$ cat config.mk
export PLATFORM = sky130hd
export DESIGN_NAME = cc3_delay
export DESIGN_NICKNAME = d
export VERILOG_FILES = /design/src/sv/assert_macros.svh /design/src/sv/cc3_delay.sv
export SDC_FILE = /design/constraint.sdc
export NUM_CORES = 1
export LEC_CHECK = 0
export BUFFER_PORTS_ARGS = -buffer_cell sky130_fd_sc_hd__buf_2
export CAP_MARGIN = 10
export CELL_PAD_IN_SITES_DETAIL_PLACEMENT = 0
export CELL_PAD_IN_SITES_GLOBAL_PLACEMENT = 2
export CORE_UTILIZATION = 32
export DETAILED_ROUTE_END_ITERATION = 10
export PLACE_DENSITY = 0.74
export SLEW_MARGIN = 20
export SYNTH_ARGS = -nofsm -noshare
export SYNTH_HDL_FRONTEND = slang
export SYNTH_SLANG_ARGS = --single-unit
$ cat constraint.sdc
create_clock -name clk_i -period 0.8 [get_ports clk_i]
set_input_delay 0.04 -clock clk_i [delete_from_list [all_inputs] [get_ports clk_i]]
set_output_delay 0.04 -clock clk_i [all_outputs]
set_load 0.05 [all_outputs]
$ cat src/sv/assert_macros.svh
// ----------------------------------------------------------------------------
// assert_macros.svh
// Concurrent assertion shorthands, clocked on clk_i and disabled in reset.
// ----------------------------------------------------------------------------
`ifndef ASSERT_MACROS_SVH
`define ASSERT_MACROS_SVH

// same-cycle implication
`define CC3_ASSERT_NOW(label, ante, cons) \
  label: assert property (@(posedge clk_i) disable iff (!rst_ni) (ante) |-> (cons)) \
    else $error("assertion failed");

// next-cycle implication
`define CC3_ASSERT_NEXT(label, ante, cons) \
  label: assert property (@(posedge clk_i) disable iff (!rst_ni) (ante) |=> (cons)) \
    else $error("assertion failed");

`endif

$ cat src/sv/cc3_delay.sv
// ----------------------------------------------------------------------------
// cc3_delay
// Enabled shift line that keeps side data aligned with the pipeline.
// ----------------------------------------------------------------------------
`default_nettype none

module cc3_delay #(
  parameter int W = 8,
  parameter int N = 2
) (
  input  wire           clk_i,
  input  wire           en_i,
  input  wire  [W-1:0]  d_i,
  output logic [W-1:0]  q_o
);
  logic [N-1:0][W-1:0] sr_q;

  always_ff @(posedge clk_i) begin
    if (en_i) begin
      sr_q <= {sr_q[N-2:0], d_i};
    end
  end

  assign q_o = sr_q[N-1];

endmodule

`default_nettype wire

# Word level (Yosys, flattened, before mapping)
# Index checks and enable logic that the tools add are counted.
totals:
  ff_bits: 16
  input_bits: 10
  out_inout_bits: 8
  wordCells: 2

# Longest topological paths before layout
logic_depth:
  word_depth: 0
  depth_mapped: 1
  depth_no_buf: 0

# Worst setup path before layout
# No wires, ideal clock.
synth_path:
  path_type: "flip-flop to flip-flop"
  startpoint: "register sr_q[0] in the netlist's numbering"
  endpoint: "register sr_q, in the netlist q_o[0], data pin"
  setup_time_ns: 0.266
  arrival_ns: 0.323
  required_ns: 0.534
  setup_slack_ns: 0.211
  stages_incl_launch_ff: 1
  n_path_buf: 0
  synth_period_minus_slack_ns: 0.589
  path_cell_list: "edfxtp_1"
synth_lines:
  columns: ["element", "line_no", "source"]
  rows:
  - ["from (decl)", "cc3_delay.sv:16", "logic [N-1:0][W-1:0] sr_q;"]
  - ["from (signal assigned)", "cc3_delay.sv:20", "sr_q <= {sr_q[N-2:0], d_i};"]
# No word-level cell between the ends.

# Worst setup path in the final report
layout_path:
  startpoint: "register sr_q, in the netlist q_o[2]"
  endpoint: "output port q_o[2]"
layout_lines:
  columns: ["element", "line_no", "source"]
  rows:
  - ["to (decl)", "cc3_delay.sv:14", "output logic [W-1:0] q_o"]
# No word-level cell between the ends.

==> impl_metrics.tcl <==
set metrics [dict create \
    gp_routability_congestion 0.5659 \
    vdd_drop_max_uv 1011 \
    setup_ws_ps -63.65 \
    pwr_density_cell_mw_per_mm2 2171 \
    finalHoldViolCount 0 \
    clock_period_minus_worst_slack_ps 863.7 \
    reg2reg_to "q_o[4]$_DFFE_PP_" \
    multiInputGateArea_um2 0 \
    max_freq_mhz 1158 \
    critPathSlowestCell "sky130_fd_sc_hd__edfxtp_1" \
    ff_latch_area_um2 480.5 \
    port_buffers 17 \
    finish.cell_count_without_fillers 61 \
    start_util_pct 35.06 \
    fraction_of_layout_cells_with_a_size_suffix_above_1_pct 44.44 \
    worst_r2r_startpoint "sr_q[4]$_DFFE_PP_" \
    final_core_util_pct 48.13 \
    finalClockSkew_ps 2.045 \
    dp_cells 49 \
    critPathArrivalTime_ps 820 \
    die_h_um 43.10 \
    worst_setup_path_start_kind "flip-flop" \
    detailroute.via_count 233 \
    cp.required_ps 760 \
    crit_path_start "q_o[2]$_DFFE_PP_" \
    antenna_found_initial 0 \
    post-route-drc-count 0 \
    area_of_the_core_mm2 0.001541 \
    critical_path.n_buffers_inverters 1 \
    post_synth_instance_area_um2 540.5 \
    finalMaxSlewViolations 0 \
    ys_types 2 \
    drt.antenna.violating_nets 0 \
    layout_commonest_cell "sky130_fd_sc_hd__edfxtp_1" \
    avgViaCountPerCell 3.820 \
    global_route.overflow_total 0 \
    post_dp_cell_area_um2 585.6 \
    path_cells "buf_6" \
    multi_input_gates 0 \
    slew_margin_rel_pct 78.44 \
    synthesis.area_per_instance_um2 22.52 \
    rsz0062_at_grt "yes" \
    first_global_vias 220 \
    finalWirelength_um 559 \
    routedWlPerCell_um 9.164 \
    cts_root_buffer "sky130_fd_sc_hd__clkbuf_4" \
    finalCritPeriodShare_pct 108.0 \
    synth-seq-area-share_pct 88.89 \
    fillers 132 \
    synthesis.nets 34 \
    tritoncts "done" \
    grt_pass1_wl_um 903 \
    first_pass_iters 2 \
    most-common-layout-cells "16 x sky130_fd_sc_hd__edfxtp_1, 9 x sky130_fd_sc_hd__buf_2, 8 x sky130_fd_sc_hd__dlygate4sd3_1, 8 x sky130_fd_sc_hd__buf_6, 3 x sky130_fd_sc_hd__clkbuf_4" \
    final_nets 56 \
    static-leakage-power_nw 0.2892 \
    critical_path_class "flip-flop to output pin" \
    clock_insertion_delay_worst_skew_ps 270 \
    ioPinCount 18 \
    worst_path_dominant_cell_family "flip-flops" \
    final_area_um2 742.0 \
    hold_path_startpoint "en_i" \
    hold_path_depth 1 \
    clockBufferDepth 2 \
    die_width_um 43.10 \
    r2r.worst_path.cells 0 \
    synth_instances 24 \
    regToRegSetupSlack_ps 190 \
    worst_setup_hold_path_clk_slew_ps 80 \
    h-tree-depth 1 \
    final-setup-viol-count 8 \
    cts.sink_count 16 \
    crit_fanout 1 \
    numCtsBuffers 3 \
    run_status "complete, but fails checks" \
    initialDrtViolationCount 1 \
    antennaDiodeCount 0 \
    cap_viol_max_count 0 \
    postCtsSetupRepairBufs 0 \
    cpPeakStageDelay_ps 390 \
    synth.yosys.warnings 0 \
    die_area_mm2 0.001858 \
    yosys_register_bits 16 \
    hold_class "input pin to flip-flop" \
    rows 14 \
    grt_use_total_pct 6.971 \
    synthToLayoutAreaGrowth_pct 37.27 \
    min_to "q_o[1]$_DFFE_PP_" \
    violations_in_the_final_reports "negative setup slack" \
    report.power.total_mw 1.611 \
    grt_start_max_net_pins 17 \
    slew_worst_pin_ps 323.4 \
    critPathCaptureType "output pin" \
]
[sequential cells by signal, indices dropped and copies added (netlist names)]
register,flops
q_o,8
sr_q,8
[cells by family (layout without fill, tap and decap cells)]
group                  count (synthesis)  in the layout  share of synthesized area (%)
DFF                                   16             16                          88.89
buffers and inverters                  8             29                          11.11
[final cells by class]
cell class | count | share of cell area, %
tap | 16 | 2.698
timing repair buffer | 25 | 29.00
clock buffer | 3 | 3.035
sequential | 16 | 64.76
clock inverter | 1 | 0.5059
[how the worst max path moves through the flow]
stage                             end  slack [ps]  depth (start not counted)
detailed placement  sr_q[6]$_DFFE_PP_         120                          1
floorplan            q_o[0]$_DFFE_PP_         210                          0
CTS                            q_o[7]         -80                          1
global route                   q_o[7]        -110                          1
global placement     q_o[6]$_DFFE_PP_         140                          1
finish                         q_o[2]         -60                          1
[cell usage after synthesis (all sizes together)]
cell    count  share of area (%)
edfxtp     16                 89
buf         8                 11
[routing by layer]
metal | part of all wire, % | track usage [%] | wire length, µm | vias to the layer above
li1 | - | - | - | 122
met1 | 36 | 7.062 | 199 | 101
met2 | 56 | 11.04 | 312 | 10
met3 | 8.4 | 1.702 | 47 | 0
met4 | 0 | 7.273 | 0 | 0
met5 | 0 | 0 | 0 | -
[report_power, final]
group	switching [mW]	internal [mW]
combinational	0.126	0.0896
sequential	0.0173	0.993
clock	0.205	0.180
[per-stage QoR]
step,setup TNS [ps],setup slack (ps),hold WS (ps)
after floorplan,0,211.2,138.9
after detailed placement,0,121.7,218.1
after CTS,-590.5,-84.68,174.8
after global placement,0,141.2,216.0
after global routing,-814.3,-111.2,182.3
final,-434.4,-63.65,184.8
[what timing repair did]
action / in CTS / in global routing
endpoints found under the hold margin: 8 / 0
gates cloned: 0 / 0
hold buffers: 8 / 0
endpoints found under the setup margin: 8 / 8
gates resized for setup: 16 / 0
No activity file was read; power rests on OpenSTA's default activity.
