$ cat config.mk
export PLATFORM = sky130hd
export DESIGN_NAME = cc3_div_cell
export DESIGN_NICKNAME = d
export VERILOG_FILES = /design/src/sv/assert_macros.svh /design/src/sv/cc3_div_cell.sv
export SDC_FILE = /design/constraint.sdc
export NUM_CORES = 1
export LEC_CHECK = 0
export ABC_AREA = 1
export ABC_CLOCK_PERIOD_IN_PS = 2000
export BUFFER_PORTS_ARGS = -buffer_cell sky130_fd_sc_hd__buf_4
export CAP_MARGIN = 20
export CELL_PAD_IN_SITES_DETAIL_PLACEMENT = 0
export CELL_PAD_IN_SITES_GLOBAL_PLACEMENT = 2
export CORE_ASPECT_RATIO = 1.1
export CORE_UTILIZATION = 29
export CTS_CLUSTER_SIZE = 24
export DETAILED_ROUTE_END_ITERATION = 8
export MAX_ROUTING_LAYER = met4
export PLACE_DENSITY_LB_ADDON = 0.2
export SYNTH_ARGS = -nofsm -noshare
export SYNTH_HDL_FRONTEND = slang
export SYNTH_SLANG_ARGS = --single-unit
$ cat constraint.sdc
create_clock -name clk_i -period 2 [get_ports clk_i]
set_input_delay 0.2 -clock clk_i [delete_from_list [all_inputs] [get_ports clk_i]]
set_output_delay 0.2 -clock clk_i [all_outputs]
set_load 0.005 [all_outputs]
$ cat src/sv/assert_macros.svh
// ----------------------------------------------------------------------------
// assert_macros.svh
// Concurrent assertion shorthands, clocked on clk_i and disabled in reset.
// ----------------------------------------------------------------------------
`ifndef ASSERT_MACROS_SVH
`define ASSERT_MACROS_SVH

// same-cycle implication
`define CC3_ASSERT_NOW(label, ante, cons) \
  label: assert property (@(posedge clk_i) disable iff (!rst_ni) (ante) |-> (cons)) \
    else $error("assertion failed");

// next-cycle implication
`define CC3_ASSERT_NEXT(label, ante, cons) \
  label: assert property (@(posedge clk_i) disable iff (!rst_ni) (ante) |=> (cons)) \
    else $error("assertion failed");

`endif

$ cat src/sv/cc3_div_cell.sv
// ----------------------------------------------------------------------------
// cc3_div_cell
// One restoring-division step for three lanes sharing one divisor; passes
// remainder, remaining dividend bits, quotient and side data to the next cell.
// ----------------------------------------------------------------------------
`default_nettype none

module cc3_div_cell #(
  parameter int NW = 16,
  parameter int T  = 8,
  parameter int SW = 4
) (
  input  wire                    clk_i,
  input  wire                    en_i,
  input  wire  [NW-1:0]          nn_i,
  input  wire  [2:0][NW-1:0]     rem_i,
  input  wire  [2:0][T-1:0]      low_i,
  input  wire  [2:0][T-1:0]      quo_i,
  input  wire  [SW-1:0]          side_i,
  output logic [NW-1:0]          nn_o,
  output logic [2:0][NW-1:0]     rem_o,
  output logic [2:0][T-1:0]      low_o,
  output logic [2:0][T-1:0]      quo_o,
  output logic [SW-1:0]          side_o
);
  logic [2:0][NW-1:0] rem_d;
  logic [2:0][T-1:0]  low_d;
  logic [2:0][T-1:0]  quo_d;

  always_comb begin
    logic [NW:0] r2;
    logic        ge;
    for (int k = 0; k < 3; k++) begin
      r2 = {rem_i[k], low_i[k][T-1]};
      ge = (r2 >= {1'b0, nn_i});
      // remainder stays below the divisor, so the top bit drops
      if (ge) begin
        r2 = r2 - {1'b0, nn_i};
      end
      rem_d[k] = r2[NW-1:0];
      low_d[k] = {low_i[k][T-2:0], 1'b0};
      quo_d[k] = {quo_i[k][T-2:0], ge};
    end
  end

  always_ff @(posedge clk_i) begin
    if (en_i) begin
      nn_o   <= nn_i;
      rem_o  <= rem_d;
      low_o  <= low_d;
      quo_o  <= quo_d;
      side_o <= side_i;
    end
  end

endmodule

`default_nettype wire
======== Word-level counts from Yosys, hierarchy flattened ========
Cells that the tools add are included.
storage, ports and cells
  register bits ........................... 113
  bits of input ports ..................... 118
  output and inout bits ................... 116
  word-level logic and storage cells ...... 20
cells by class
  add/subtract/negate cells ............... 3
  magnitude comparators ................... 3
  mux-type cells .......................... 3
operator list
  kind                                          number
  greater-or-equal comparator 17 x 16 -> 1 bit  3
  two-way mux 16 bit                            3
  subtractor 16 bit                             3

======== Longest topological paths before layout ========
Gate-level depths: netlist (run 1).
  depth in word-level cells ............... 2
  gate-level depth with buffers ........... 14

======== Worst setup path before layout (run 1) ========
Ideal clock, no wire load.
  path type ............................... in2reg
  from .................................... input port nn_i[4]
  to ...................................... register rem_o[36] (netlist bit) (data pin)
  library setup time ...................... 0.252 ns
  arrival ................................. 1.506 ns
  data required time ...................... 1.748 ns
  path slack .............................. 0.242 ns
  stages on the path ...................... 12
  buffers on the path ..................... 1
  cell sequence ........................... inv_1 -> ha_1 -> nand2_1 -> nor2_1 -> and2_4 -> nand2_1 -> nand2_2 -> nor2_4 -> nand2_4 -> buf_6 -> nand2_1 -> nand2_1
RTL lines
  item                  RTL line            text
  start, declared       cc3_div_cell.sv:15  input wire [NW-1:0] nn_i,
  end signal, assigned  cc3_div_cell.sv:49  rem_o <= rem_d;
  end, declared         cc3_div_cell.sv:21  output logic [2:0][NW-1:0] rem_o,

==> out/qor.txt, run 1 <==
Cell Rows: 61
Gate power share: 0.275
Placed Cells: 1556
final WL: 26200 um
Nets: 1486
RSZ-0062 raised after global routing: false
initial antenna violation count: 0
layout cells sized above 1: 0.310
Die Ht: 170 um
Tcrit/Tclk final: 0.845
Die X: 154 um
Post-Syn Area: 7420 um^2
Vias per Instance: 4.35
clock sinks: 113
VDD IR max: 0.000484 V
H-tree depth: 4
# setup viols final: 0
Crit Path Max Fanout: 4
drt pass-1 iters: 5
vias in the first global route: 7218
CTS buffer count: 17
critical path startpoint category: input pin
Hold Fails Final Rpt: 0
area leader, netlist: edfxtp_1
register area share after synthesis: 0.457
sequential share of power: 0.354
Clock Tree Root: clkbuf_16
1st-iter DRT viols: 254
Switch Pwr: 2520 uW
DRC Markers: 0
Netlist cell types: 37
Clk pin slew, worst setup/hold paths: 0.06 ns
Post-DP Area: 10400 um^2
Setup Fix Bufs, Post-CTS: 0
leak pwr: 0.00605 uW
pins over their slew limit: 0
post-route minimum period: 1.69 ns
share of flip-flops with an asynchronous set or reset: 0
overall routing resource usage: 0.208
total grt overflow: 0
Sw Share: 0.296
first-pass GRT wire length: 39300 um
Max-Cap Viols: 0
clock share of power: 0.371
final core utilization: 0.459
Initial Utilization: 0.294
Wirelength per Cell: 15.9 um
area share of the largest cell type after synthesis: 0.457
Routed Antenna Nets: 0
WHS Path Cells: 2
hold_ws: 0.0530 ns
Clock Path Buffers: 2
YS warnings: 0
Via Count: 7158
cell area after layout: 11600 um^2
WS Path Type: in -> reg
PD cells: 735 nW/um^2
input/output buffers: 227
antenna cells: 0
Cells after Synth: 911
TritonCTS clock tree: yes
Layout area overhead: 55.9%
outcome: complete, no violations
pin count of the biggest net entering global routing: 40
Peak Freq: 0.592 GHz
Die Area: 26200 um^2
Crit path arrival time: 1.86 ns
Synth Register Bits: 113
core area: 25200 um^2
GPL Wtd Cong: 0.823
post-cts sizing count: 0
synthesized area per cell: 8.14 um^2
Post-synth EDFFs: 113
worst min-delay path category: in -> reg
io pins: 234
Worst setup EP type: flip-flop
Fin Setup TNS: 0 ns
predominant post-synthesis flop cell: edfxtp_1
Post-DP HPWL: 20200 um
Int Power: 5980 uW
top cells by area, synth: edfxtp_1 46%, nand2_1 18%, ha_1 8.1%
Worst EP required: 2.17 ns
Final Non-Filler Cells: 1645
fillers: 2547
## area by class of cell
class	instances	area, um^2	area share
Sequential cell	113	3390	0.294
Inverter	157	589	0.0510
Multi-Input combinational cell	629	3330	0.288
Clock buffer	17	425	0.0368
Tap cell	315	394	0.0341
Clock inverter	15	174	0.0150
Timing Repair Buffer	399	3250	0.281
## logic make-up (layout without fill, tap and decap cells)
| logic type | count (synthesis) | count (layout) | share of synthesized area |
|---|---|---|---|
| AO/OA/AOI/OAI | 34 | 34 | 0.0256 |
| XOR/XNOR | 18 | 18 | 0.0213 |
| adder cells (fa/ha/maj) | 51 | 51 | 0.0891 |
| buffers and inverters | 171 | 588 | 0.0940 |
| flip-flops | 113 | 113 | 0.457 |
| other | 1 | 3 | 0.000506 |
| AND/OR/NAND/NOR | 523 | 523 | 0.312 |
## synthesized netlist by cell type, types with 3 or more instances
library cell / n
nand2_2: 10
o21bai_1: 3
nand3b_1: 6
edfxtp_1: 113
nand3_1: 81
buf_4: 6
xor2_1: 15
xnor2_1: 3
inv_1: 153
nand3_2: 5
nor3_1: 8
ha_1: 48
a21oi_1: 25
nor2_4: 3
inv_2: 4
nand2_4: 6
nand4_1: 12
nand2_1: 346
fa_1: 3
nor2_1: 35
buf_2: 5
nor2_2: 3
## routing by layer
metal	global-route usage	wire, um	up-vias	share of wire
li1	-	-	3732	-
met1	0.239	11600	3227	0.44
met2	0.374	13200	184	0.50
met3	0.0365	1160	15	0.044
met4	0.0534	244	0	0.0093
met5	-	0	-	0
## per-stage QoR
step / power, uW / setup WS [ns]
after floorplan: 4050 / 0.242
after global placement: 5310 / -0.119
after detailed placement: 5320 / -0.127
after CTS: 8620 / 0.325
after global routing: 8940 / 0.170
final: 8500 / 0.310
## placed cells by master, fill, tap and decap left out, types with 3 or more instances in the layout
cell type,instances
a21oi_1,25
buf_12,9
buf_4,333
clkbuf_16,17
clkinv_4,5
conb_1,3
dlygate4sd3_1,57
edfxtp_1,113
fa_1,3
ha_1,48
inv_1,153
inv_2,4
inv_6,4
nand2_1,346
nand2_2,10
nand2_4,6
nand3_1,81
nand3_2,5
nand3b_1,6
nand4_1,12
nor2_1,35
nor2_2,3
nor2_4,3
nor3_1,8
o21bai_1,3
xnor2_1,3
xor2_1,15
## power groups by stage
stage	Combinational [uW]	Clock, uW	Sequential, uW
after detailed placement	2260	0	3060
final	2340	3150	3010
after global routing	2600	3310	3030
after CTS	2360	3250	3010
after global placement	2260	0	3060
after floorplan	974	0	3080
## registers in the layout (all words and copies together), names as in the netlist
signal and count:
low_o 21, nn_o 16, rem_o 48, quo_o 24, side_o 4
## path summary, 6_finish.rpt
path / startpoint / endpoint
worst max-delay path: nn_i[14] / rem_o[31]
worst min-delay path: nn_i[12] / nn_o[12]
## critical path: stages
cell	delay, ns
buf_4	0.08
inv_1	0.05
buf_12	0.14
ha_1	0.36
a21oi_1	0.28
buf_4	0.16
nand2_1	0.04
a21oi_1	0.17
nand2_1	0.08
nand2_1	0.06
nand2_1	0.10
nand2_1	0.08
nand2_1	0.05
## timing repair
| action | in CTS | in global routing |
|---|---|---|
| setup endpoints to repair | 0 | 0 |
| endpoints found under the hold margin | 57 | 0 |
| hold buffers | 57 | 0 |
Note: power is estimated with default switching activity, not from simulation.
==> inputs of run 2 (changes only) <==
ABC_AREA = 0   (was 1)
ABC_CLOCK_PERIOD_IN_PS = 1700   (was 2000)
CORE_UTILIZATION = 32   (was 29)
clock period = 1.7 ns   (was 2 ns; I/O delays follow)
==> run 2 against run 1 <==
The run now ends with negative setup slack left. Via count down 15%. Die area down 17%. Worst setup slack lost 0.67 ns. Critical endpoint is now rem_o[18]. Highest routed layer unchanged. Critical path depth fell by 2. Count of clock-buffer cells in the layout unchanged. Clock power is 8.6% higher. Worst hold slack got worse by 0.015 ns. Final cell count fell by 22%. Sequential share of layout area decreased by 0.092 points.
==> out/qor.txt, run 2 <==
Initial Utilization: 0.328 (+0.0334)
Worst setup EP type: flip-flop
Die Ht: 155 um (-8.9%)
VDD IR max: 0.000668 V (+38%)
drt pass-1 iters: 4 (-1)
io pins: 234 (unchanged)
worst path bufs/invs: 5 (+1)
initial antenna violation count: 0 (unchanged)
vias in the first global route: 6404 (-11%)
Via Count: 6105 (-15%)
CTS buffer count: 17 (unchanged)
outcome: finished with violations
H-tree depth: 4 (unchanged)
Wirelength per Cell: 17.7 um (+11%)
Tcrit/Tclk final: 1.21
Netlist cell types: 66 (+78%)
worst min-delay path category: in -> reg
post-route minimum period: 2.06 ns
Final Worst Setup Slack: -0.358 ns (-0.669 ns)
Fin Setup TNS: -13.49 ns (-13.49 ns)
pin count of the biggest net entering global routing: 72 (+80%)
Cells after Synth: 546 (-40%)
Die Area: 21700 um^2 (-17%)
antenna cells: 0 (unchanged)
most common cell in the netlist: edfxtp_1
area leader, netlist: edfxtp_1
largest registers: rem_o x48, quo_o x24, low_o x21
Post-DP HPWL: 17100 um (-15%)
Clk pin slew, worst setup/hold paths: 0.06 ns (about the same)
leak pwr: 0.00514 uW (-15%)
failing checks: negative setup slack
cell area after layout: 11600 um^2 (+0.31%)
top cells by area, synth: edfxtp_1 50%, ha_1 8.9%, mux2_4 4.9%
area share of the largest cell type after synthesis: 0.501 (+0.0438)
pins over their slew limit: 0 (unchanged)
Synth Register Bits: 113 (unchanged)
critical path startpoint category: input pin
Power, Total: 10000 uW (+18%)
Clock Tree Root: clkbuf_16
Post-DP Area: 10100 um^2 (-2.3%)
Die X: 141 um (-8.9%)
overall routing resource usage: 0.216 (+0.00741)
Crit path arrival time: 2.22 ns (+0.36 ns)
Hold Fails Final Rpt: 0 (unchanged)
commonest cells after routing, fill and taps aside: 385 x buf_4, 113 x edfxtp_1, 58 x dlygate4sd3_1
Routed Antenna Nets: 0 (unchanged)
Cell Rows: 55 (-9.8%)
Vias per Instance: 4.77 (+9.7%)
register area share after synthesis: 0.501 (+0.0438)
Worst path top cell family by delay: buffers and inverters
Crit Path Max Fanout: 13 (+9)
# setup viols final: 50 (+50)
DRC Markers: 0 (unchanged)
GPL Wtd Cong: 0.824 (+0.11%)
Layout area overhead: 71.3%
Critical Path, Cell by Cell: buf_8 > clkinvlp_4 > buf_12 > ha_4 > nand4_1 > nor4_2 > buf_4 > a21oi_4 > o21a_4 > inv_8 > mux2_2
final WL: 22700 um (-14%)
final core utilization: 0.562 (+0.103)
1st-iter DRT viols: 227 (-11%)
number of flip-flops in the largest register: 48 (unchanged)
YS warnings: 0 (unchanged)
predominant post-synthesis flop cell: edfxtp_1
first-pass GRT wire length: 34400 um (-12%)
Worst EP required: 1.86 ns (-0.31 ns)
share of flip-flops with an asynchronous set or reset: 0 (unchanged)
Post-synth EDFFs: 113 (unchanged)
max incr delay on CP: 0.36 ns (about the same)
RSZ-0062 raised after global routing: true
Setup crit start: nn_i[7]
WS Path Type: in -> reg
synthesized area per cell: 12.4 um^2 (+52%)
Peak Freq: 0.486 GHz
TritonCTS clock tree: yes
PD cells: 864 nW/um^2 (+18%)
layout cells sized above 1: 0.523 (+0.213)
Clock Path Buffers: 2 (unchanged)
Nets: 1179 (-21%)
core area: 20600 um^2 (-18%)
Most flops, register: rem_o
Post-Syn Area: 6770 um^2 (-8.7%)
commonest non-fill, non-tap cell in the layout: buf_4
Worst path slowest cell: nor4_2
input/output buffers: 227 (unchanged)
Max-Cap Viols: 0 (unchanged)
total grt overflow: 0 (unchanged)
Commonest cells post-synth: 113 x edfxtp_1, 48 x ha_1, 33 x nor2_1
clock sinks: 113 (unchanged)
dpl ws: -0.945 ns (-0.819 ns)
Hold Crit Start: nn_i[3]
-- run 2: cell count changes after synthesis, moves of 10 or more --
cell / before / now
a21o_1: 0 / 12
inv_1: 153 / 27
mux2_2: 0 / 14
mux2_4: 0 / 22
mux2i_1: 0 / 10
nand2_1: 346 / 23
nand2_2: 10 / 0
nand3_1: 81 / 10
nor2b_1: 0 / 14
o21ai_0: 2 / 23
xnor2_1: 3 / 17
-- run 2: path summary, 6_finish.rpt --
kind | endpoint | slack [ns] | cells after the start
worst min-delay path | nn_o[3] | 0.04 | 2
worst max-delay path | rem_o[18] | -0.36 | 11
-- run 2: where the power goes --
part | internal (uW) | switching (uW) | leakage, uW
clock network | 2020 | 1400 | 0.000274
logic | 1760 | 1280 | 0.00376
registers | 3470 | 99.0 | 0.00111
-- run 2: through the flow --
step,instances,hold WS (ns)
floorplan,548,0.269
global placement,1185,0.348
detailed placement,1185,0.349
CTS,1278,0.0263
global route,1279,0.0297
finish,1279,0.0377
-- run 2: layout make-up --
| class | count | area [um^2] |
|---|---|---|
| Multi-Input combinational cell | 394 | 3520 |
| Timing Repair inverter | 1 | 11.3 |
| Timing Repair Buffer | 454 | 3650 |
| Tap cell | 256 | 320 |
| Fill cell | 1781 | 9050 |
| Inverter | 29 | 141 |
| Clock buffer | 17 | 425 |
| Clock inverter | 15 | 135 |
| Sequential cell | 113 | 3390 |
-- run 2: metal layers --
metal  share of wire  global-route usage  vias to the layer above
met2            0.52               0.380                      186
met5               0                   -                        -
met1            0.43               0.251                     2865
li1                -                   -                     3030
met3           0.040              0.0316                       24
met4           0.016              0.0730                        0
-- run 2: repair_timing --
action	in CTS	in global routing
endpoints found under the hold margin	58	0
setup buffers	2	1
hold buffers	58	0
setup endpoints to repair	51	51
cloned	1	0
resized for setup	25	32
pin swaps	4	6
-- run 2: cells by family (layout without fill, tap and decap cells) --
kind of cell | after synthesis | in the layout | synth area share
simple gates | 129 | 129 | 0.0993
flops | 113 | 113 | 0.501
fa+ha+maj | 51 | 51 | 0.0976
compound gates | 138 | 138 | 0.148
mux | 46 | 46 | 0.0869
buf+inv | 41 | 516 | 0.0320
xor+xnor | 27 | 27 | 0.0349
other cells | 1 | 3 | 0.000554
