### config.mk
export PLATFORM = sky130hd
export DESIGN_NAME = cc3_mul
export DESIGN_NICKNAME = d
export VERILOG_FILES = /design/src/sv/assert_macros.svh /design/src/sv/cc3_pkg.sv /design/src/sv/cc3_mul.sv
export SDC_FILE = /design/constraint.sdc
export NUM_CORES = 1
export LEC_CHECK = 0
export BUFFER_PORTS_ARGS = -buffer_cell sky130_fd_sc_hd__buf_2
export CAP_MARGIN = 20
export CORE_MARGIN = 2
export CORE_UTILIZATION = 52
export CTS_BUF_LIST = sky130_fd_sc_hd__clkbuf_8
export DETAILED_ROUTE_END_ITERATION = 16
export HOLD_SLACK_MARGIN = 0.1
export PLACE_DENSITY = 0.69
export REMOVE_ABC_BUFFERS = 1
export SLEW_MARGIN = 20
export SYNTH_ARGS = -nofsm -noshare
export SYNTH_HDL_FRONTEND = slang
export SYNTH_SLANG_ARGS = --single-unit
### constraint.sdc
create_clock -name clk_i -period 8.3 [get_ports clk_i]
set_clock_uncertainty 0.1 [all_clocks]
set_input_delay 0.415 -clock clk_i [delete_from_list [all_inputs] [get_ports clk_i]]
set_output_delay 0.415 -clock clk_i [all_outputs]
set_load 0.02 [all_outputs]
### src/sv/assert_macros.svh
// ----------------------------------------------------------------------------
// assert_macros.svh
// Concurrent assertion shorthands, clocked on clk_i and disabled in reset.
// ----------------------------------------------------------------------------
`ifndef ASSERT_MACROS_SVH
`define ASSERT_MACROS_SVH

// same-cycle implication
`define CC3_ASSERT_NOW(label, ante, cons) \
  label: assert property (@(posedge clk_i) disable iff (!rst_ni) (ante) |-> (cons)) \
    else $error("assertion failed");

// next-cycle implication
`define CC3_ASSERT_NEXT(label, ante, cons) \
  label: assert property (@(posedge clk_i) disable iff (!rst_ni) (ante) |=> (cons)) \
    else $error("assertion failed");

`endif

### src/sv/cc3_pkg.sv
// ----------------------------------------------------------------------------
// cc3_pkg
// Shared types and constants of the 3D circumcenter pipeline.
// ----------------------------------------------------------------------------
`default_nettype none

package cc3_pkg;

  // bits of the second operand consumed per multiplier cell
  localparam int MUL_CHUNK = 8;

  typedef enum logic [1:0] {
    STATUS_OK    = 2'd0,
    STATUS_DEGEN = 2'd1,
    STATUS_SAT   = 2'd2
  } status_e;

endpackage

`default_nettype wire

### src/sv/cc3_mul.sv
// ----------------------------------------------------------------------------
// cc3_mul
// Signed multiplier built as a row of cells; each cell folds one chunk of
// the second operand into the running product.
// ----------------------------------------------------------------------------
`default_nettype none

module cc3_mul #(
  parameter int WA = 16,
  parameter int WB = 16
) (
  input  wire                        clk_i,
  input  wire                        en_i,
  input  wire  logic signed [WA-1:0] a_i,
  input  wire  logic signed [WB-1:0] b_i,
  output logic signed [WA+WB-1:0]    p_o
);
  import cc3_pkg::*;

  localparam int NC  = (WB + MUL_CHUNK - 1) / MUL_CHUNK;
  localparam int WBP = NC * MUL_CHUNK;
  localparam int WP  = WA + WBP;

  logic signed [WA-1:0]  a_q   [NC-1];
  logic signed [WBP-1:0] b_q   [NC-1];
  logic signed [WP-1:0]  acc_q [NC];

  for (genvar j = 0; j < NC; j++) begin : g_cell
    logic signed [WA-1:0]          a_in;
    logic signed [WBP-1:0]         b_in;
    logic signed [WP-1:0]          acc_in;
    logic signed [MUL_CHUNK:0]     chunk;
    logic signed [WA+MUL_CHUNK:0]  pp;

    if (j == 0) begin : g_first
      assign a_in   = a_i;
      assign b_in   = WBP'(b_i);
      assign acc_in = '0;
    end else begin : g_next
      assign a_in   = a_q[j-1];
      assign b_in   = b_q[j-1];
      assign acc_in = acc_q[j-1];
    end

    // top chunk carries the sign, the rest are unsigned digits
    if (j == NC - 1) begin : g_top
      assign chunk = $signed({b_in[WBP-1], b_in[j*MUL_CHUNK +: MUL_CHUNK]});
    end else begin : g_low
      assign chunk = $signed({1'b0, b_in[j*MUL_CHUNK +: MUL_CHUNK]});
    end

    assign pp = a_in * chunk;

    always_ff @(posedge clk_i) begin
      if (en_i) begin
        acc_q[j] <= acc_in + (WP'(pp) <<< (j * MUL_CHUNK));
      end
    end

    if (j < NC - 1) begin : g_pass
      always_ff @(posedge clk_i) begin
        if (en_i) begin
          a_q[j] <= a_in;
          b_q[j] <= b_in;
        end
      end
    end
  end

  assign p_o = $signed(acc_q[NC-1][WA+WB-1:0]);

endmodule

`default_nettype wire

**Word level (Yosys, flattened, before mapping)**

Memories as Yosys holds them, arrays and structs flattened.
Cells that the tools add are included.

- $add $sub $neg: 1
- $mul: 2
- Divide/modulo/power cells: 0
- Magnitude comparators: 0
- Equal/unequal tests: 0
- Shifts and indexed selects: 0
- Mux-type cells: 2
- Bitwise logic cells: 0
- Reductions and logical operators: 0

Operators with widths:

| operator | count |
|---|---|
| $add 32x32->32 | 1 |
| $mul 16x9->25 | 1 |
| $mul 16x8->24 | 1 |
| $mux 1 | 2 |

- Bits in registers: 0
- Latch bits: 0
- RAM bits: 96
- Memory bits (read-only): 0
- Input bits: 34
- Output and inout port bits: 32
- Word-level logic and storage cells: 8
- Memories: 3

Memory list:

| name | depth | bits a word | read ports | clocked after memory_dff | wr ports | line | RTL |
|---|---|---|---|---|---|---|---|
| acc_q | 2 | 32 | 2 | 0 | 2 | cc3_mul.sv:26 | `logic signed [WP-1:0] acc_q [NC];` |
| a_q | 1 | 16 | 1 | 0 | 1 | cc3_mul.sv:24 | `logic signed [WA-1:0] a_q [NC-1];` |
| b_q | 1 | 16 | 1 | 0 | 1 | cc3_mul.sv:25 | `logic signed [WBP-1:0] b_q [NC-1];` |

**Logic depth before layout (Yosys ltp)**

Gate-level depths: netlist of run 1.
An unclocked memory read counts as a cell.

- Depth in word-level cells: 3
- Depth in mapped cells: 26
- Mapped depth without buffers: 25

**Worst setup path before layout of run 1**

Ideal clock, no wire load.

- Path type: register -> register
- From: memory b_q[0][15] (netlist name)
- To: memory acc_q[0][63] (netlist name), data pin
- Setup time: 268 ps
- Arrival: 5748 ps
- Required time: 7932 ps
- Setup slack: 2183 ps
- Cell stages (with the launch flop): 25
- Buffers on the path: 1
- Period minus slack after synthesis: 6117 ps
- Cell sequence: edfxtp_1 inv_1 clkbuf_1 nor2_1 fa_1 fa_1 fa_1 inv_1 fa_1 inv_1 ha_1 a21o_1 a21oi_1 a2bb2oi_4 o31ai_4 nor4_4 nor2_1 a21oi_1 xnor2_1 ha_1 and3_1 a22o_1 a31o_1 a311oi_1 xor2_1

RTL lines:

| element | line |
|---|---|
| start, declared | cc3_mul.sv:25 |
| end, declared | cc3_mul.sv:26 |

==> impl_metrics.prom, run 1 <==
# TYPE chip_impl_metric gauge
chip_impl_info{name="status",value="finished, final reports clean"} 1
chip_impl_metric{name="route.detailed.vias_per_inst",unit=""} 5.18
chip_impl_metric{name="drive_above_1_share",unit=""} 0.0759
chip_impl_metric{name="cap_viol_max_count",unit=""} 0
chip_impl_metric{name="design.die.area",unit="mm2"} 0.0267
chip_impl_metric{name="worst-slew-pin-transition",unit="ps"} 770
chip_impl_metric{name="grt_max_degree",unit=""} 67
chip_impl_info{name="endpoint_with_the_worst_hold_slack",value="b_q[0][8]"} 1
chip_impl_metric{name="tritoncts.num_buffers",unit=""} 9
chip_impl_metric{name="detail_route.iter0.violations",unit=""} 421
chip_impl_info{name="timing.critical_path.max_delay_family",value="adder cells"} 1
chip_impl_metric{name="count_of_synthesis_stage_warnings_from_yosys",unit=""} 0
chip_impl_metric{name="gr-total-overflow",unit=""} 0
chip_impl_metric{name="setup_tns",unit="ps"} 0
chip_impl_metric{name="grt_first_pass_wirelength",unit="um"} 44600
chip_impl_metric{name="core.rowCount",unit=""} 58
chip_impl_metric{name="floorplan.initialDensity",unit=""} 0.527
chip_impl_info{name="worstPathCellList",value="and2_1 > fa_1 > fa_1 > fa_1 > inv_1 > fa_1 > inv_1 > ha_1 > a21o_1 > a21oi_1 > a2bb2oi_4 > o31ai_4 > nor4_4 > o31ai_2 > nor2_1 > xnor2_1 > ha_1 > and3_1 > a22o_1 > a31o_1 > a311oi_1 > xor2_1"} 1
chip_impl_metric{name="path_buf_inv",unit=""} 2
chip_impl_info{name="worstReg2RegStart",value="b_q[0][10]"} 1
chip_impl_info{name="synthDominantAreaCellType",value="sky130_fd_sc_hd__fa_1"} 1
chip_impl_metric{name="die_h",unit="um"} 163
chip_impl_info{name="critPathCaptureType",value="flip-flop"} 1
chip_impl_metric{name="cts_max_level",unit=""} 3
chip_impl_metric{name="synth.distinct_cells",unit=""} 65
chip_impl_metric{name="design.final.nets",unit=""} 1741
chip_impl_metric{name="coreArea",unit="mm2"} 0.0250
chip_impl_info{name="commonest_cells_after_routing_fill_and_taps_aside",value="288 x sky130_fd_sc_hd__inv_1, 206 x sky130_fd_sc_hd__fa_1, 176 x sky130_fd_sc_hd__and2_1"} 1
chip_impl_metric{name="track_usage",unit=""} 0.209
chip_impl_info{name="tritoncts_clock_tree",value="built"} 1
chip_impl_metric{name="dp_hpwl",unit="um"} 21400
chip_impl_metric{name="timing.reg2reg.worst_path_depth",unit=""} 22
chip_impl_metric{name="first_global_vias",unit=""} 9376
chip_impl_metric{name="timing.final.setup_violations",unit=""} 0
chip_impl_metric{name="cts.hold.buffers_added",unit=""} 0
chip_impl_metric{name="cp.required",unit="ps"} 8320
chip_impl_metric{name="count_of_fill_cells_added_during_filler_insertion",unit=""} 2235
chip_impl_metric{name="antenna-diode-count",unit=""} 0
chip_impl_metric{name="flow.area_growth_from_synthesis",unit="%"} 4.86
chip_impl_info{name="hp-start",value="b_i[8]"} 1
chip_impl_metric{name="period_share",unit=""} 0.788
chip_impl_metric{name="finalInstanceArea",unit="mm2"} 0.0138
chip_impl_metric{name="clock.fmax",unit="MHz"} 153
chip_impl_metric{name="post-synth-top-area-fraction",unit=""} 0.313
chip_impl_info{name="post_synth_main_area_contributors",value="sky130_fd_sc_hd__fa_1 31%, sky130_fd_sc_hd__edfxtp_1 18%, sky130_fd_sc_hd__ha_1 12%"} 1
chip_impl_info{name="rsz0062_at_grt",value="false"} 1
chip_impl_metric{name="detail_route.wirelength",unit="um"} 25700
chip_impl_metric{name="seqCellArea",unit="mm2"} 0.00243
chip_impl_metric{name="whs_path_depth",unit=""} 1
chip_impl_metric{name="reg2reg_setup_slack",unit="ps"} 1760
chip_impl_info{name="min-delay-path-class",value="primary input to flip-flop"} 1
chip_impl_metric{name="routedWlPerCell",unit="um"} 15.0
chip_impl_metric{name="drc_errors",unit=""} 0
chip_impl_metric{name="slew-limit-headroom",unit=""} 0.487
chip_impl_metric{name="crit_path_max_incr_delay",unit="ps"} 640
chip_impl_metric{name="hold_violations",unit=""} 0
chip_impl_info{name="final_common_cell",value="sky130_fd_sc_hd__inv_1"} 1
chip_impl_info{name="ys_dominant_reg_cell",value="sky130_fd_sc_hd__edfxtp_1"} 1
chip_impl_metric{name="multiInputGateArea",unit="mm2"} 0.00936
chip_impl_metric{name="number_of_i_o_pins",unit=""} 66
chip_impl_metric{name="placement.io_buffers",unit=""} 65
chip_impl_metric{name="post-route-min-period",unit="ps"} 6540
chip_impl_metric{name="die_w",unit="um"} 163
chip_impl_metric{name="first_pass_iters",unit=""} 5
chip_impl_metric{name="synth-seq-cells",unit=""} 81
chip_impl_metric{name="async_flop_share",unit=""} 0
chip_impl_info{name="critical-path-slowest-cell",value="sky130_fd_sc_hd__edfxtp_1"} 1
chip_impl_metric{name="final_weighted_congestion_in_routability_driven_placement",unit=""} 0.889
chip_impl_metric{name="drt.antenna.violating_nets",unit=""} 0
chip_impl_info{name="cts_root_buffer",value="sky130_fd_sc_hd__clkbuf_8"} 1
chip_impl_info{name="crit_path_start_kind",value="flip-flop"} 1
chip_impl_metric{name="antenna_found_initial",unit=""} 0
chip_impl_metric{name="clkTransAtPathRegs",unit="ps"} 100
chip_impl_metric{name="route.vias.total",unit=""} 8884
chip_impl_metric{name="worstPathArrival",unit="ps"} 6560
chip_impl_metric{name="tritoncts_num_sinks",unit=""} 81
chip_impl_metric{name="post_synth_inst_count",unit=""} 1351
chip_impl_metric{name="syn_avg_cell_area",unit="um2"} 9.77
chip_impl_metric{name="dpl-instance-area",unit="mm2"} 0.0136
chip_impl_metric{name="cts_resized",unit=""} 0
chip_impl_metric{name="clk_path_buf_depth",unit=""} 2
chip_impl_metric{name="synth.yosys.seq_area_share",unit=""} 0.184
chip_impl_info{name="reg2reg_to",value="acc_q[0][63]"} 1
chip_impl_info{name="criticalPathCategory",value="flip-flop to flip-flop"} 1
chip_impl_metric{name="clock_insertion_delay_worst_skew",unit="ps"} 370
chip_impl_metric{name="count_of_flip_flops_with_a_built_in_enable_after_synthesis",unit=""} 81
chip_impl_metric{name="postCtsSetupRepairBufs",unit=""} 0
chip_impl_info{name="worst_path_most_repeated_cell",value="sky130_fd_sc_hd__fa_1"} 1
chip_impl_metric{name="synthesis.area",unit="mm2"} 0.0132
chip_impl_metric{name="critical_path_peak_fanout",unit=""} 16
chip_impl_metric{name="final-max-slew-violation-count",unit=""} 0
-- synthesized netlist by cell type, types with 2 or more instances --
cell / count
sky130_fd_sc_hd__inv_1: 288
sky130_fd_sc_hd__fa_1: 206
sky130_fd_sc_hd__and2_1: 176
sky130_fd_sc_hd__ha_1: 122
sky130_fd_sc_hd__nand2_1: 98
sky130_fd_sc_hd__edfxtp_1: 81
sky130_fd_sc_hd__nor2_1: 52
sky130_fd_sc_hd__a21oi_1: 50
sky130_fd_sc_hd__xnor2_1: 48
sky130_fd_sc_hd__buf_4: 32
sky130_fd_sc_hd__clkbuf_1: 16
sky130_fd_sc_hd__o21ai_0: 15
sky130_fd_sc_hd__nand3_1: 14
sky130_fd_sc_hd__nor3_1: 13
sky130_fd_sc_hd__a21o_1: 12
sky130_fd_sc_hd__o21bai_1: 10
sky130_fd_sc_hd__o21a_1: 9
sky130_fd_sc_hd__nand2b_1: 8
sky130_fd_sc_hd__o21ai_1: 8
sky130_fd_sc_hd__xor2_1: 8
sky130_fd_sc_hd__a211oi_1: 7
sky130_fd_sc_hd__and3_1: 6
sky130_fd_sc_hd__or3_1: 5
sky130_fd_sc_hd__a311oi_1: 4
sky130_fd_sc_hd__nor2b_1: 4
sky130_fd_sc_hd__a211oi_2: 3
sky130_fd_sc_hd__a31oi_1: 3
sky130_fd_sc_hd__mux2i_1: 3
sky130_fd_sc_hd__o211ai_1: 3
sky130_fd_sc_hd__o31ai_1: 3
sky130_fd_sc_hd__or2_2: 3
sky130_fd_sc_hd__a2111oi_0: 2
sky130_fd_sc_hd__a21boi_0: 2
sky130_fd_sc_hd__a31o_1: 2
sky130_fd_sc_hd__inv_2: 2
sky130_fd_sc_hd__nor3b_1: 2
sky130_fd_sc_hd__o311ai_1: 2
sky130_fd_sc_hd__o31ai_4: 2
-- area by class of cell --
cell class	count	share of cell area
inverter	290	0.0787
clock buffer	9	0.00895
tap	330	0.0298
clock inverter	7	0.00588
sequential	81	0.176
timing repair buffer	66	0.0242
multi-input combinational	931	0.677
-- cell families after synthesis --
logic type	share of synthesized area
multiplexers	0.00228
XOR/XNOR	0.0372
buffers and inverters	0.106
adder cells (fa/ha/maj)	0.428
AND/OR/NAND/NOR	0.157
AO/OA/AOI/OAI	0.0852
flip-flops	0.184
-- worst max-delay path by stage --
stage / startpoint / endpoint / slack, ps / cells past startpoint
2_1_floorplan: b_q[0][10] / acc_q[0][63] / 2340 / 22
3_3_place_gp: b_q[0][15] / acc_q[0][63] / 1920 / 22
3_5_place_dp: b_q[0][10] / acc_q[0][63] / 1820 / 22
6_report: b_q[0][10] / acc_q[0][63] / 1760 / 22
4_1_cts: b_q[0][10] / acc_q[0][63] / 1790 / 22
5_1_grt: b_q[0][10] / acc_q[0][63] / 1390 / 22
-- per-layer routing --
metal	track usage	routed length, um	vias up
li1	-	-	4272
met5	0	0	-
met1	0.294	12300	4436
met2	0.354	12300	153
met3	0.0180	731	23
met4	0.0442	342	0
-- registers in the layout (all words and copies together) (netlist names) --
signal / count
a_q: 16
acc_q: 57
b_q: 8
-- per-stage QoR --
step / utilization / hold WS [ps] / worst slack (ps) / instances
2_1_floorplan: - / 300 / 2340 / 1302
3_3_place_gp: 0.544 / 304 / 1920 / 1698
3_5_place_dp: 0.544 / 305 / 1820 / 1698
4_1_cts: 0.553 / 102 / 1790 / 1714
5_1_grt: 0.553 / 103 / 1390 / 1714
6_report: 0.553 / 116 / 1760 / 1714
Power of run 1 is not shown: default switching activity piles up to over one toggle a cycle in this logic, so the estimate is an artifact.
==> run 2: changes to the inputs <==
==> constraint.sdc (replaced) <==
create_clock -name clk_i -period 6.84 [get_ports clk_i]
set_clock_uncertainty 0.1 [all_clocks]
set_input_delay 0.342 -clock clk_i [delete_from_list [all_inputs] [get_ports clk_i]]
set_output_delay 0.342 -clock clk_i [all_outputs]
set_load 0.02 [all_outputs]
==> impl_metrics.prom, run 2 (synthesis gave the netlist of run 1 again) <==
# TYPE chip_impl_metric gauge
chip_impl_metric{name="dp_hpwl",unit="um"} 21800
chip_impl_metric{name="route.vias.total",unit=""} 8888
chip_impl_metric{name="first_pass_iters",unit=""} 4
chip_impl_metric{name="first_global_vias",unit=""} 9390
chip_impl_metric{name="drive_above_1_share",unit=""} 0.0821
chip_impl_metric{name="routedWlPerCell",unit="um"} 15.1
chip_impl_info{name="min-delay-path-class",value="primary input to flip-flop"} 1
chip_impl_metric{name="flow.area_growth_from_synthesis",unit="%"} 6.01
chip_impl_metric{name="final_weighted_congestion_in_routability_driven_placement",unit=""} 0.884
chip_impl_info{name="max_flop_register",value="acc_q"} 1
chip_impl_metric{name="period_share",unit=""} 0.942
chip_impl_metric{name="die_w",unit="um"} 163
chip_impl_metric{name="detail_route.wirelength",unit="um"} 26100
chip_impl_metric{name="cts_max_level",unit=""} 3
chip_impl_metric{name="drc_errors",unit=""} 0
chip_impl_metric{name="antenna_found_initial",unit=""} 0
chip_impl_metric{name="clock.fmax",unit="MHz"} 155
chip_impl_info{name="status",value="finished, final reports clean"} 1
chip_impl_metric{name="worst-slew-pin-transition",unit="ps"} 771
chip_impl_metric{name="placement.io_buffers",unit=""} 65
chip_impl_metric{name="seqCellArea",unit="mm2"} 0.00243
chip_impl_metric{name="largest_reg_flops",unit=""} 57
chip_impl_metric{name="tritoncts.num_buffers",unit=""} 9
chip_impl_metric{name="design.die.area",unit="mm2"} 0.0267
chip_impl_info{name="crit_path_start_kind",value="flip-flop"} 1
chip_impl_metric{name="grt_first_pass_wirelength",unit="um"} 44700
chip_impl_metric{name="slew-limit-headroom",unit=""} 0.486
chip_impl_metric{name="antenna-diode-count",unit=""} 0
chip_impl_metric{name="die_h",unit="um"} 163
chip_impl_info{name="timing.critical_path.max_delay_family",value="adder cells"} 1
chip_impl_metric{name="path_buf_inv",unit=""} 2
chip_impl_metric{name="coreArea",unit="mm2"} 0.0250
chip_impl_info{name="criticalPathCategory",value="flip-flop to flip-flop"} 1
chip_impl_info{name="cts_root_buffer",value="sky130_fd_sc_hd__clkbuf_8"} 1
chip_impl_metric{name="route.detailed.vias_per_inst",unit=""} 5.13
chip_impl_info{name="critPathCaptureType",value="flip-flop"} 1
chip_impl_metric{name="critical_path_peak_fanout",unit=""} 16
chip_impl_metric{name="cp.required",unit="ps"} 6860
chip_impl_metric{name="tritoncts_num_sinks",unit=""} 81
chip_impl_info{name="worst_path_most_repeated_cell",value="sky130_fd_sc_hd__fa_1"} 1
chip_impl_metric{name="number_of_i_o_pins",unit=""} 66
chip_impl_metric{name="post-route-min-period",unit="ps"} 6440
chip_impl_metric{name="reg2reg_setup_slack",unit="ps"} 400
chip_impl_info{name="tritoncts_clock_tree",value="built"} 1
chip_impl_metric{name="worstPathArrival",unit="ps"} 6460
chip_impl_metric{name="crit_path_max_incr_delay",unit="ps"} 630
chip_impl_metric{name="setup_tns",unit="ps"} 0
chip_impl_metric{name="clkTransAtPathRegs",unit="ps"} 100
chip_impl_metric{name="detail_route.iter0.violations",unit=""} 426
chip_impl_metric{name="core.rowCount",unit=""} 58
chip_impl_info{name="commonest_cells_after_routing_fill_and_taps_aside",value="287 x sky130_fd_sc_hd__inv_1, 206 x sky130_fd_sc_hd__fa_1, 176 x sky130_fd_sc_hd__and2_1"} 1
chip_impl_info{name="worstPathCellList",value="and2_1 > fa_1 > fa_1 > fa_1 > inv_1 > fa_1 > inv_1 > ha_1 > a21o_1 > a21oi_1 > a2bb2oi_4 > o31ai_4 > nor4_4 > nor2_1 > a21oi_1 > xnor2_1 > ha_1 > and3_1 > a22o_1 > a31o_1 > a311oi_1 > xor2_1"} 1
chip_impl_info{name="layout_top_registers",value="acc_q: 57 flops, a_q: 16 flops, b_q: 8 flops"} 1
chip_impl_metric{name="grt_max_degree",unit=""} 67
chip_impl_metric{name="track_usage",unit=""} 0.210
chip_impl_metric{name="floorplan.initialDensity",unit=""} 0.527
chip_impl_info{name="final_common_cell",value="sky130_fd_sc_hd__inv_1"} 1
chip_impl_metric{name="multiInputGateArea",unit="mm2"} 0.00936
chip_impl_metric{name="clk_path_buf_depth",unit=""} 2
chip_impl_metric{name="timing.final.setup_violations",unit=""} 0
chip_impl_metric{name="count_of_fill_cells_added_during_filler_insertion",unit=""} 2249
chip_impl_info{name="critical-path-slowest-cell",value="sky130_fd_sc_hd__edfxtp_1"} 1
chip_impl_metric{name="clock_insertion_delay_worst_skew",unit="ps"} 380
chip_impl_metric{name="design.final.nets",unit=""} 1758
chip_impl_metric{name="gr-total-overflow",unit=""} 0
chip_impl_metric{name="final-max-slew-violation-count",unit=""} 0
chip_impl_metric{name="drt.antenna.violating_nets",unit=""} 0
chip_impl_metric{name="hold_violations",unit=""} 0
chip_impl_metric{name="cap_viol_max_count",unit=""} 0
chip_impl_info{name="rsz0062_at_grt",value="false"} 1
==> run 2: cell count changes in the layout (fill, tap and decap cells not counted) <==
cell                            previous run  this run
sky130_fd_sc_hd__dlygate4sd3_1             0         8
sky130_fd_sc_hd__inv_1                   288       287
sky130_fd_sc_hd__buf_4                     2        11
sky130_fd_sc_hd__clkinvlp_4                0         1
==> run 2: routing by layer <==
| metal | wire [um] | up-vias | track usage |
|---|---|---|---|
| met3 | 959 | 12 | 0.0264 |
| met1 | 12300 | 4425 | 0.289 |
| met5 | 0 | - | 0 |
| li1 | - | 4293 | - |
| met4 | 231 | 0 | 0.0326 |
| met2 | 12600 | 158 | 0.364 |
==> run 2: worst paths after layout <==
| check | startpoint | to | depth (start not counted) |
|---|---|---|---|
| worst min register to register | acc_q[0][5] | acc_q[0][37] | 0 |
| worst min-delay path | a_i[0] | a_q[0][0] | 1 |
| worst max-delay path | b_q[0][12] | acc_q[0][63] | 22 |
| worst max register to register | b_q[0][12] | acc_q[0][63] | 22 |
==> run 2: final cells by class <==
class,count,area share
flip-flops and latches,81,0.174
clock buffers,9,0.00886
repair buffers,83,0.0345
multi-input cells,931,0.669
well taps,330,0.0295
inverters,290,0.0781
clock inverters,7,0.00581
==> run 2: metrics by stage <==
stage	cells	util	hold slack [ps]	cell area (um2)	worst slack, ps
2_1_floorplan	1302	-	300	12900	878
3_3_place_gp	1701	0.545	304	13700	469
3_5_place_dp	1701	0.545	305	13700	349
4_1_cts	1725	0.557	157	13900	328
5_1_grt	1731	0.559	179	14000	18.1
6_report	1731	0.559	170	14000	399
==> run 2: worst reg2reg max path, cell delays in order (launching register included) <==
cell	delay, ps
sky130_fd_sc_hd__edfxtp_1	630
sky130_fd_sc_hd__and2_1	260
sky130_fd_sc_hd__fa_1	470
sky130_fd_sc_hd__fa_1	530
sky130_fd_sc_hd__fa_1	500
sky130_fd_sc_hd__inv_1	50
sky130_fd_sc_hd__fa_1	480
sky130_fd_sc_hd__inv_1	40
sky130_fd_sc_hd__ha_1	320
sky130_fd_sc_hd__a21o_1	180
sky130_fd_sc_hd__a21oi_1	330
sky130_fd_sc_hd__a2bb2oi_4	240
sky130_fd_sc_hd__o31ai_4	120
sky130_fd_sc_hd__nor4_4	190
sky130_fd_sc_hd__nor2_1	70
sky130_fd_sc_hd__a21oi_1	180
sky130_fd_sc_hd__xnor2_1	90
sky130_fd_sc_hd__ha_1	370
sky130_fd_sc_hd__and3_1	240
sky130_fd_sc_hd__a22o_1	230
sky130_fd_sc_hd__a31o_1	190
sky130_fd_sc_hd__a311oi_1	300
sky130_fd_sc_hd__xor2_1	100
==> run 2: repair_timing <==
action | in CTS | in global routing
setup endpoints to repair | 0 | 1
hold buffers | 8 | 0
hold endpoints to repair | 8 | 0
resized for setup | 0 | 1
buffers inserted | 0 | 6
Power of run 2 is left out for the same reason.
